<file path="src/hdl/skt_ram.sv">
// Generic single-write, single-read RAM with registered read data.
`timescale 1ns / 1ps
module skt_ram #(
  parameter int WIDTH = 8,
  parameter int DEPTH = 2
) (
  input  logic                     clk,
  input  logic                     we,
  input  logic [$clog2(DEPTH)-1:0] waddr,
  input  logic [WIDTH-1:0]         wdata,
  input  logic [$clog2(DEPTH)-1:0] raddr,
  output logic [WIDTH-1:0]         rdata
);

  logic [WIDTH-1:0] mem [DEPTH];

  always_ff @(posedge clk) begin
    if (we) begin
      mem[waddr] <= wdata;
    end
    rdata <= mem[raddr];
  end

endmodule

</file>
<file path="config.mk">
export PLATFORM = sky130hd
export DESIGN_NAME = skt_ram
export DESIGN_NICKNAME = d
export VERILOG_FILES = /design/src/hdl/skt_ram.sv
export SDC_FILE = /design/constraint.sdc
export NUM_CORES = 1
export LEC_CHECK = 0
export CELL_PAD_IN_SITES_DETAIL_PLACEMENT = 0
export CELL_PAD_IN_SITES_GLOBAL_PLACEMENT = 1
export CORE_MARGIN = 2
export CORE_UTILIZATION = 46
export DETAILED_ROUTE_END_ITERATION = 12
export DONT_BUFFER_PORTS = 1
export PLACE_DENSITY_LB_ADDON = 0.1
export SYNTH_ARGS = -nofsm -noshare
export SYNTH_HDL_FRONTEND = slang
export SYNTH_SLANG_ARGS = --single-unit
</file>
<file path="constraint.sdc">
create_clock -name clk -period 1.4 [get_ports clk]
set_input_delay 0.28 -clock clk [delete_from_list [all_inputs] [get_ports clk]]
set_output_delay 0.28 -clock clk [all_outputs]
set_load 0.05 [all_outputs]
</file>
# After elaboration in Yosys (flattened, before gate mapping)
# Memories as Yosys holds them, arrays and structs flattened. A register that Yosys moved wholly into a read port is not among the register bits.
# Cells that the tools add are included.
[totals]
elab_cells = 3
regBits = 0
output_inout_bits = 8
input_bits = 12
ramBits = 16
n_memories = 1
[classes]
n_mux = 2
[memory_table]
columns = ["name", "words", "word_bits", "rd", "rd_ports_with_merged_regs", "wr", "line", "source"]
rows = [
  ["mem", 2, 8, 1, 1, 1, "15", "logic [WIDTH-1:0] mem [DEPTH];"],
]
[op_table]
columns = ["operator", "count"]
rows = [
  ["1-bit 2-to-1 mux", 2],
]

# Depth between registers and ports, before layout
[logic_depth]
depth_word = 2
mapped_depth = 2
mapped_depth_nobuf = 1

# Worst setup path after synthesis
# No wires, ideal clock.
[synth_timing]
path_type = "input to register"
from = "input port we"
to = "memory mem[0][0] (enable)"
setup_slack_ns = 0.327
cell_stages = 1
setup_ns = 0.373
t_arrival_ns = 0.700
n_path_buf = 0
required_time_ns = 1.027
path_cell_list = "nor2b_1"
[synth_between]
elab_chain_len = 2
[synth_rtl]
columns = ["element", "line", "source"]
rows = [
  ["start, declared", "8", "input logic we,"],
  ["1-bit 2-to-1 mux", "18", "if (we) begin"],
  ["1-bit 2-to-1 mux (not written as such)", "19", "mem[waddr] <= wdata;"],
  ["end, declared", "15", ""],
]
# Every way passes these cells.

# Worst setup path after layout
[layout_timing]
from = "register rdata[7] (read register of mem)"
to = "output port rdata[7]"
[layout_rtl]
columns = ["element", "line", "source"]
rows = [
  ["start, declared", "12", "output logic [WIDTH-1:0] rdata"],
]
# No word-level cell between the ends.

==> summary.txt <==
Status - complete, no violations
Clock latency on the worst-skew pair - 0.30 ns
Die H - 45.3 um
Most frequent cells in the layout - edfxtp_1, mux2_4, dfxtp_1
Crit path DAT - 0.94 ns
I/O pin cnt - 20
Vias in the first global route - 294
Setup slack, reg-to-reg - 0.65 ns
Share of post-route cells with drive strength above 1 - 35.0%
Max Cap Viol - 0
Clock transition at path regs - 0.12 ns
Via count - 291
WS Path Type - flip-flop to output port
Maximum vdd drop - 0.787 mV
Leakage power - 0.326 nW
RSZ-0062 raised after global routing - no
Synthesized area per cell - 22.4 um2
GR Overflow Total - 0
Core Box Area - 1560 um2
Worst slack, placed - 0.436 ns
Worst r2r src - mem[0][1]
Critical path fanouts, max - 1
Dpl cell area - 808 um2
Clock Skew - 0.00452 ns
Area delta synth->final - 9.73%
Cell count of the worst reg-to-reg path - 1
Critical Path RT - 1.12 ns
Slew margin rel. - 68.2%
Hold EP - mem[1][0]
Total Wirelength - 789 um
Final ANT Viol Nets - 0
Number of remaining DRC errors - 0
Final worst path period need - 1.22 ns
Port Buffers - 0
Initial DRC Count - 11
Utilization after layout - 55.2%
Post-Synthesis Net Count - 47
Total CTS buffers - 3
Initial core utilization - 50.3%
Hold Crit Depth - 0
TritonCTS clock tree - done
Clk root buf - clkbuf_4
Worst-Margin Slew - 0.477 ns
Vias/cell - 5.20
Routability cong. - 0.642
Sum Neg Setup Slack - 0 ns
Hold Crit Start - wdata[0]
Hold Buf Count CTS - 0
Peak Freq - 0.820 GHz
Most common cell after layout, fill and taps aside - edfxtp_1
Final Hold Viols - 0
Synth Warn # - 0
Drt pass-1 iters - 4
Fin area - 861 um2
Crit end category - output port
CTS max path bufs - 2
Final worst slack - 0.180 ns
PwrDens - 1650 nW/um2
Gr usage total - 9.51%
Die W - 45.3 um
Initial antenna violation count - 0
# rows - 14
# Post-CTS Setup Buffers - 0
Critical Path Source Type - flip-flop
RR Endpoint - rdata[1]
Setup violators final - 0
Netlist cell types - 6
Tightest Hold Check Type - primary input to flip-flop
Final period utilization - 87.2%
Pin count of the biggest net entering global routing - 15
CTS resizes - 0
NumNets Final - 53
Number of synthesized register bits - 24
Hold slack - 0.0628 ns
# clock sinks - 24
Wire length per cell - 14.1 um
N_diodes - 0
Sequential fraction of the synthesis area - 81.7%
Synth Instances - 35
Htree depth - 1
Die area - 2050 um2
Max-slew violation count - 0
Synthesized area - 785 um2
First-pass GRT wire length - 1.28 mm
Crit path depth - 0
[how the worst max path moves through the flow]
stage,slack [ns],to,from
detailed placement,0.44,mem[1][2],waddr
floorplan,0.33,mem[0][0],we
global route,0.13,rdata[6],rdata[6]
finish,0.18,rdata[7],rdata[7]
global placement,0.46,mem[1][4],waddr
CTS,0.17,rdata[7],rdata[7]
[cell families (layout without fill, tap and decap cells)]
group / after synthesis / in the layout / share of synthesized area, %
DFF: 24 / 24 / 81.7
muxes: 8 / 8 / 15.3
and+or+nand+nor: 2 / 2 / 1.60
buffers and inverters: 1 / 6 / 1.44
[report_power, final]
part | internal (mW) | switching [mW]
clock | 0.289 | 0.183
combinational | 0.0358 | 0.0130
sequential | 0.812 | 0.0902
total | 1.14 | 0.286
[cells in the mapped netlist (all sizes together)]
cell	number	share of area, %
dfxtp	8	20
nor2b	1	0.80
buf	1	1.4
and2	1	0.80
mux2	8	15
edfxtp	16	61
[metrics by stage]
stage / cells / total power, mW
after floorplan: 35 / 0.964
after global placement: 52 / 0.966
after detailed placement: 52 / 0.969
after CTS: 56 / 1.44
after global routing: 56 / 1.48
final: 56 / 1.42
[flip-flops by register name (all words and copies together), names as in the netlist]
| register | cells |
|---|---|
| mem | 16 |
| rdata | 8 |
[area by class of cell]
cell class / count / area, um2
Timing Repair Buffer: 2 / 15.0
Tap cell: 16 / 20.0
Multi-Input combinational cell: 10 / 133
Clock inverter: 1 / 30.0
Sequential cell: 24 / 641
Clock buffer: 3 / 22.5
Fill cell: 120 / 698
[layer usage]
layer | global-route usage (%) | part of all wire [%] | wire length, um
met2 | 15.1 | 57 | 450
met3 | 6.40 | 10 | 82
met4 | 3.53 | 0 | 0
met1 | 9.92 | 32 | 256
met5 | 0 | 0 | 0
(Power assumes the default switching activity.)
