--- config.mk ---
export PLATFORM = sky130hd
export DESIGN_NAME = skt_search
export DESIGN_NICKNAME = d
export VERILOG_FILES = /design/src/hdl/skt_pkg.sv /design/src/hdl/skt_search.sv
export SDC_FILE = /design/constraint.sdc
export NUM_CORES = 1
export LEC_CHECK = 0
export BUFFER_PORTS_ARGS = -buffer_cell sky130_fd_sc_hd__buf_2
export CAP_MARGIN = 20
export CORE_MARGIN = 5
export CORE_UTILIZATION = 50
export CTS_CLUSTER_SIZE = 30
export DETAILED_ROUTE_END_ITERATION = 10
export PLACE_DENSITY = 0.8
export SLEW_MARGIN = 40
export SYNTH_ARGS = -nofsm -noshare
export SYNTH_HDL_FRONTEND = slang
export SYNTH_SLANG_ARGS = --single-unit
--- constraint.sdc ---
create_clock -name clk -period 10.9 [get_ports clk]
set_input_delay 2.725 -clock clk [delete_from_list [all_inputs] [get_ports clk]]
set_output_delay 2.725 -clock clk [all_outputs]
set_load 0.005 [all_outputs]
--- src/hdl/skt_pkg.sv ---
// Shared constants and types for the sorted key table.
`timescale 1ns / 1ps
package skt_pkg;

  localparam int DEF_TABLE_DEPTH = 1024;
  localparam int DEF_KEY_BITS    = 32;
  localparam int DEF_RECORD_BITS = 64;

  localparam int KEY_W     = 32;
  localparam int PAYLOAD_W = 64;
  localparam int POS_W     = 10;
  localparam int STATUS_W  = 3;

  localparam logic REQ_LOOKUP = 1'b0;
  localparam logic REQ_INSERT = 1'b1;

  typedef enum logic [STATUS_W-1:0] {
    ST_FOUND       = 3'd0,
    ST_NOT_FOUND   = 3'd1,
    ST_INSERTED    = 3'd2,
    ST_OVERWRITTEN = 3'd3,
    ST_UNCHANGED   = 3'd4,
    ST_FULL        = 3'd5
  } status_t;

  typedef struct packed {
    logic done;
    logic hit;
  } srch_stat_t;

endpackage

--- src/hdl/skt_search.sv ---
// Binary search unit: each probe of the record RAM passes through a probe state and a compare state.
`timescale 1ns / 1ps
module skt_search import skt_pkg::*; #(
  parameter int TABLE_DEPTH = DEF_TABLE_DEPTH,
  parameter int KEY_BITS    = DEF_KEY_BITS,
  parameter int RECORD_BITS = DEF_RECORD_BITS,
  localparam int IDX_W = $clog2(TABLE_DEPTH),
  localparam int CNT_W = $clog2(TABLE_DEPTH + 1),
  localparam int REC_W = KEY_BITS + RECORD_BITS
) (
  input  logic                   clk,
  input  logic                   rst,
  input  logic                   go,
  input  logic [KEY_BITS-1:0]    key_in,
  input  logic [CNT_W-1:0]       count,
  output logic [IDX_W-1:0]       rd_addr,
  input  logic [REC_W-1:0]       rd_rec,
  output srch_stat_t             stat,
  output logic [CNT_W-1:0]       slot,
  output logic [RECORD_BITS-1:0] hit_payload
);

  typedef enum logic [1:0] {S_IDLE, S_PROBE, S_CMP} state_t;

  state_t             state;
  logic [KEY_BITS-1:0] key_q;
  logic [CNT_W-1:0]   lo;
  logic [CNT_W-1:0]   hi;
  logic [CNT_W-1:0]   mid;
  logic [IDX_W-1:0]   mid_q;
  logic [KEY_BITS-1:0] rd_key;

  assign mid     = lo + ((hi - lo) >> 1);
  assign rd_addr = mid[IDX_W-1:0];
  assign rd_key  = rd_rec[REC_W-1:RECORD_BITS];

  always_ff @(posedge clk) begin
    stat.done <= 1'b0;
    if (rst) begin
      state    <= S_IDLE;
      stat.hit <= 1'b0;
    end else begin
      unique case (state)
        S_IDLE: begin
          if (go) begin
            key_q <= key_in;
            lo    <= '0;
            hi    <= count;
            state <= S_PROBE;
          end
        end
        S_PROBE: begin
          if (lo < hi) begin
            mid_q <= mid[IDX_W-1:0];
            state <= S_CMP;
          end else begin
            stat.done <= 1'b1;
            stat.hit  <= 1'b0;
            slot      <= lo;
            state     <= S_IDLE;
          end
        end
        S_CMP: begin
          if (key_q > rd_key) begin
            lo    <= CNT_W'(mid_q) + 1'b1;
            state <= S_PROBE;
          end else if (key_q < rd_key) begin
            hi    <= CNT_W'(mid_q);
            state <= S_PROBE;
          end else begin
            stat.done   <= 1'b1;
            stat.hit    <= 1'b1;
            slot        <= CNT_W'(mid_q);
            hit_payload <= rd_rec[RECORD_BITS-1:0];
            state       <= S_IDLE;
          end
        end
        default: state <= S_IDLE;
      endcase
    end
  end

endmodule

# [Word-level counts from Yosys, hierarchy flattened]
# Index checks and enable logic that the tools add are counted.
[word_totals] reg_bits=143 output_inout_bits=87
[classes] mux=20 bitwise_logic=3 n_eq_ne=8 add_sub_neg=3 n_reduce_logical=10 magnitude_cmp=3
[ops] operator="$mux W11" n=8
[ops] operator="$pmux W11 S2" n=3
[ops] operator="$gt A32 B32 Y1" n=1
[ops] operator="$lt A32 B32 Y1" n=1
[ops] operator="$mux W2" n=6
[ops] operator="$ne A2 B2 Y1 const B" n=6
[ops] operator="$reduce_and A4 Y1" n=3
[ops] operator="$add A10 B1 Y11 const B" n=1
[ops] operator="$lt A11 B11 Y1" n=1
[ops] operator="$sub A11 B11 Y11" n=1
[ops] operator="$add A10 B10 Y10" n=1
[ops] operator="$reduce_and A5 Y1" n=2
[ops] operator="$pmux W2 S3" n=1
[ops] operator="$reduce_and A3 Y1" n=2
[ops] operator="$pmux W2 S2" n=1
[ops] operator="$reduce_bool A2 Y1" n=2
[ops] operator="$not A1 Y1" n=3
[ops] operator="$eq A2 B1 Y1 const B" n=1
[ops] operator="$eq A2 B2 Y1 const B" n=1
[ops] operator="$logic_not A2 Y1" n=1
[ops] operator="$mux W1" n=1

# [Depth between registers and ports, before layout]
[depth] word_depth=4 ltp_mapped=15 depth_no_buf=15

# [Least setup slack after synthesis]
# Ideal clock, no wire load.
[synth_timing] path_kind="input-to-reg" start="input rd_rec[94]" end="register hit_payload[0], enable pin" arrival_time_ps=8357 setup_slack_ps=1977 required_ps=10335 setup_time_ps=565 cell_stages=8 path_cell_list="inv_1 ha_1 and4_1 nand4_1 nor4_1 o41a_2 o21ai_1 nor3_1"
[synth_via] elab_chain_len=3 word_cells_on_any_way=5
[synth_rtl] item="start: declaration" line="skt_search.sv:17" source="input logic [REC_W-1:0] rd_rec,"
[synth_rtl] item="$lt A32 B32 Y1 or $gt A32 B32 Y1 (tied branches)" line="skt_search.sv:67, skt_search.sv:64"
[synth_rtl] item="$not A1 Y1 (no source line)"
[synth_rtl] item="$reduce_and A4 Y1 (no source line) (*)"
[synth_rtl] item="end signal: assignment" line="skt_search.sv:74" source="hit_payload <= rd_rec[RECORD_BITS-1:0];"
[synth_rtl] item="end: declaration" line="skt_search.sv:20" source="output logic [RECORD_BITS-1:0] hit_payload"
# Every way passes the cells marked *; elsewhere a longest branch is shown, timed or not.
# A chain may end at the register's enable or synchronous reset.

# [Final worst setup path]
[layout_timing] start="register hi[0]" end="output rd_addr[9]"
[layout_via] elab_chain_len=2
[layout_rtl] item="start: declaration" line="skt_search.sv:28" source="logic [CNT_W-1:0] hi;"
[layout_rtl] item="start signal: assignment" line="skt_search.sv:48" source="hi <= count;"
[layout_rtl] item="start signal: assignment" line="skt_search.sv:68" source="hi <= CNT_W'(mid_q);"
[layout_rtl] item="$sub A11 B11 Y11" line="skt_search.sv:33" source="assign mid = lo + ((hi - lo) >> 1);"
[layout_rtl] item="$add A10 B10 Y10" line="skt_search.sv:33"
[layout_rtl] item="end: declaration" line="skt_search.sv:16" source="output logic [IDX_W-1:0] rd_addr,"
# No other way between the ends.

==> impl_results.rst <==
.. list-table::
   :header-rows: 1

   * - Metric
     - Value
   * - Async S/R FF share, synth
     - 0%
   * - DRC viols
     - 0
   * - Yosys reg bits
     - roughly 140
   * - Outcome
     - finished clean
   * - Share of the clock period used by the worst path
     - roughly three fifths
   * - CP Data Arrival Time
     - around 4 ns
   * - Final setup TNS
     - 0 ns
   * - Number of detailed-route iterations in the first pass
     - 4
   * - # setup viols final
     - 0
   * - Pwr per Cell Area
     - 171 mW/mm²
   * - Post-route standard cell area excluding fillers
     - between 0.008 and 0.009 mm²
   * - Initial standard-cell utilization of the core
     - roughly half
   * - Netlist area before placement
     - ~0.0065 mm²
   * - Final wirelength
     - between 15 and 20 mm
   * - Maximum fanout along the worst path
     - 4
   * - Horizontal die dimension
     - approximately 120 µm
   * - Cell count after synthesis
     - just under 500
   * - Via density per instance
     - 5.08
   * - Half-perimeter wire length of the detailed placement result
     - roughly 12 mm
   * - Antenna Violating Nets Remaining
     - 0
   * - Switching portion of total power
     - 24.7%
   * - Reported max-cap violation count
     - 0
   * - Critical path's largest stage delay
     - ~0.43 ns
   * - P_sw
     - approximately 0.36 mW
   * - Post-Place Cell Area
     - between 0.007 and 0.008 mm²
   * - Number of enable-type register cells in the synthesized netlist
     - roughly 140
   * - Initial antenna violation count
     - 3
   * - Cells along the critical path
     - inv_1 -> ha_1 -> inv_2 -> fa_1 -> a21o_1 -> a211oi_2 -> nor2_1 -> or4_1 -> and2_1 -> xor2_1 -> ha_1 -> nand2_1 -> o41ai_1 -> xnor2_1 -> xnor2_1 -> buf_2
   * - Clock buffers created by TritonCTS
     - 17
   * - Post-route worst setup slack
     - ~4.2 ns
   * - Kind of critical path
     - reg2out
   * - Number of global-route vias before repair
     - between 5,000 and 6,000
   * - Fmax achieved
     - around 150 MHz
   * - Layout cell share with drive strength beyond 1
     - between 30% and 40%
   * - Number of warnings issued by yosys
     - 0
   * - Slew margin rel.
     - roughly 48%
   * - Internal Pwr Total
     - about 1.1 mW
   * - Area of the placeable core
     - 0.0127 mm²
   * - Final net count
     - 931
   * - Post-synthesis area per instance
     - roughly 13 µm²
   * - Slowest cell on the critical path
     - sky130_fd_sc_hd__or4_1
   * - Worst hold margin
     - slightly below 0.5 ns
   * - I/O Buffers
     - 228
   * - Final clock skew
     - ~0.012 ns
   * - Maximum number of pins on one net before global-route repair
     - 65
   * - Source-to-sink clock delay at the later pin of the worst-skew pair
     - ~0.42 ns
   * - Path type of the worst min-delay path
     - reg2reg
   * - Most frequent standard cell in the layout excluding fill and tap cells
     - sky130_fd_sc_hd__buf_2
   * - Commonest non-fill, non-tap cells in the layout
     - 228 x sky130_fd_sc_hd__buf_2, 139 x sky130_fd_sc_hd__edfxtp_1, 63 x sky130_fd_sc_hd__inv_1
   * - Max H-tree Level
     - 4
   * - Leading register cell type out of synthesis
     - sky130_fd_sc_hd__edfxtp_1
   * - Final Hold Fails
     - 0
   * - Die ar.
     - about 0.015 mm²
   * - Area added between synthesis and finish
     - 30.1%
   * - Pins Over Slew Limit
     - 0
   * - Global-route wire length before repair
     - approximately 25 mm
   * - Combined global-route utilization of all metal layers
     - 20.4%
   * - Sequential power share
     - 44.2%
   * - Highest ir drop seen on vdd
     - around 120 µV
   * - Average detailed-routed wire length per instance
     - around 17 µm
   * - Data required, critical path
     - ~8.2 ns
   * - RePlAce Congestion
     - around 0.84
   * - Setup Buffers After CTS
     - 0
   * - Total clock sinks
     - approximately 140
   * - Endpoint class of the critical path
     - output port
   * - Fin crit period
     - about 6.7 ns
   * - I/O pin total
     - 229
   * - Leakage power of the design
     - 3.70 nW
   * - CTS-repair resized insts
     - 0
   * - Kind of start point of the critical path
     - flop
   * - Clock group share of total power
     - 39.9%
   * - Row Count
     - a little over 40
   * - Via count
     - between 4,000 and 5,000
   * - Clock tree from TritonCTS
     - built
   * - CTS Buffer Depth
     - 2
   * - Overall overflow remaining after global route
     - 0
   * - Chip Height
     - between 100 and 150 µm
   * - Syn_nets
     - ~700
   * - Post-synth cell types
     - 44
   * - CTS clk-pin slew, worst paths
     - about 0.050 ns
   * - CTS hold repair buffers
     - 0
   * - Pin slew with the least headroom to its limit
     - between 0.7 and 0.8 ns
   * - Clk root buf
     - sky130_fd_sc_hd__clkbuf_16
   * - Combinational share of power
     - between 10% and 20%
   * - Portion of the post-synthesis area used by sequential elements
     - 65.2%
   * - Worst slack after detailed placement
     - around 4.6 ns
   * - Unrepaired setup endpoints after global routing
     - false
   * - Detailed router's first-iteration violation count
     - between 150 and 200
-- metrics by stage --
stage               cells  power (mW)  utilization [%]
detailed placement    883       0.882             62.1
global route          913        1.52             66.7
CTS                   912        1.46             66.7
global placement      883       0.872             62.0
finish                913        1.45             66.7
floorplan             485       0.784                -
-- metal layers --
metal | global-route usage (%) | wire (µm) | vias up
li1 | - | - | 2260
met1 | 20.2 | 5580 | 2146
met2 | 35.7 | 8110 | 183
met3 | 9.99 | 1480 | 45
met4 | 9.80 | 565 | 4
met5 | 0 | 21 | -
-- state kept, by name (all words and copies together), names as in the netlist --
signal and cells:
mid_q 10, slot 11, state 2, key_q 32
lo 11, stat 2, hi 11, hit_payload 64
-- cell families (layout without fill, tap and decap cells) --
group           after synthesis  in the layout  share of synthesized area (%)
fa+ha+maj                    59             59                           11.5
simple gates                101            101                           7.61
flops                       143            143                           65.2
buf+inv                      69            324                           3.97
other cells                   0              1                              0
compound gates               91             91                           8.71
xor+xnor                     22             22                           2.95
-- power groups by stage --
stage / sequential, mW / clock, mW / combinational, mW
after detailed placement: 0.651 / 0 / 0.230
final: 0.640 / 0.578 / 0.230
after global placement: 0.651 / 0 / 0.222
after floorplan: 0.649 / 0 / 0.135
after global routing: 0.642 / 0.619 / 0.254
after CTS: 0.640 / 0.587 / 0.232
-- layout make-up --
| cell class | instances | area, µm² |
|---|---|---|
| Clock buffer | 17 | 425 |
| Fill cell | 962 | 4230 |
| Clock inverter | 12 | 165 |
| Antenna cell | 1 | 2.50 |
| Inverter | 64 | 240 |
| Sequential cell | 143 | 4250 |
| Timing Repair Buffer | 231 | 1160 |
| Multi-Input combinational cell | 273 | 2020 |
| Tap cell | 172 | 215 |
-- cells in the mapped netlist (all sizes together) (3+ instances only) --
cell type / instances / area share (%)
nand3: 11 / 0.84
or3: 5 / 0.48
nor3: 8 / 0.61
nor2: 19 / 1.1
nand4: 7 / 0.67
nand2: 29 / 1.7
nor2b: 6 / 0.58
xor2: 6 / 0.81
ha: 57 / 11
a221oi: 3 / 0.40
inv: 64 / 3.7
a211oi: 3 / 0.42
edfxtp: 139 / 64
and2: 7 / 0.67
o211ai: 3 / 0.35
dfxtp: 4 / 1.2
and4: 3 / 0.40
a21o: 8 / 0.92
clkbuf: 5 / 0.29
a21boi: 5 / 0.58
o21ai: 33 / 2.5
a21oi: 23 / 1.8
xnor2: 16 / 2.1
-- final timing paths --
path / end / slack, ns / startpoint / cells after the start
worst min register to register: stat[0] / 0.48 / stat[0] / 1
worst max register to register: mid_q[9] / 7.26 / hi[0] / 15
worst min-delay path: stat[0] / 0.48 / stat[0] / 1
worst max-delay path: rd_addr[9] / 4.15 / hi[0] / 16
-- worst max-delay path: cells and delay by family (launching register included) --
kind / cells / cell delay (ns)
buffers and inverters: 3 / 0.28
flip-flops: 1 / 0.36
AO/OA/AOI/OAI: 3 / 0.79
XOR/XNOR: 3 / 0.53
adder cells (fa/ha/maj): 3 / 0.90
AND/OR/NAND/NOR: 4 / 0.76
Power figures use the tool's default switching activity.
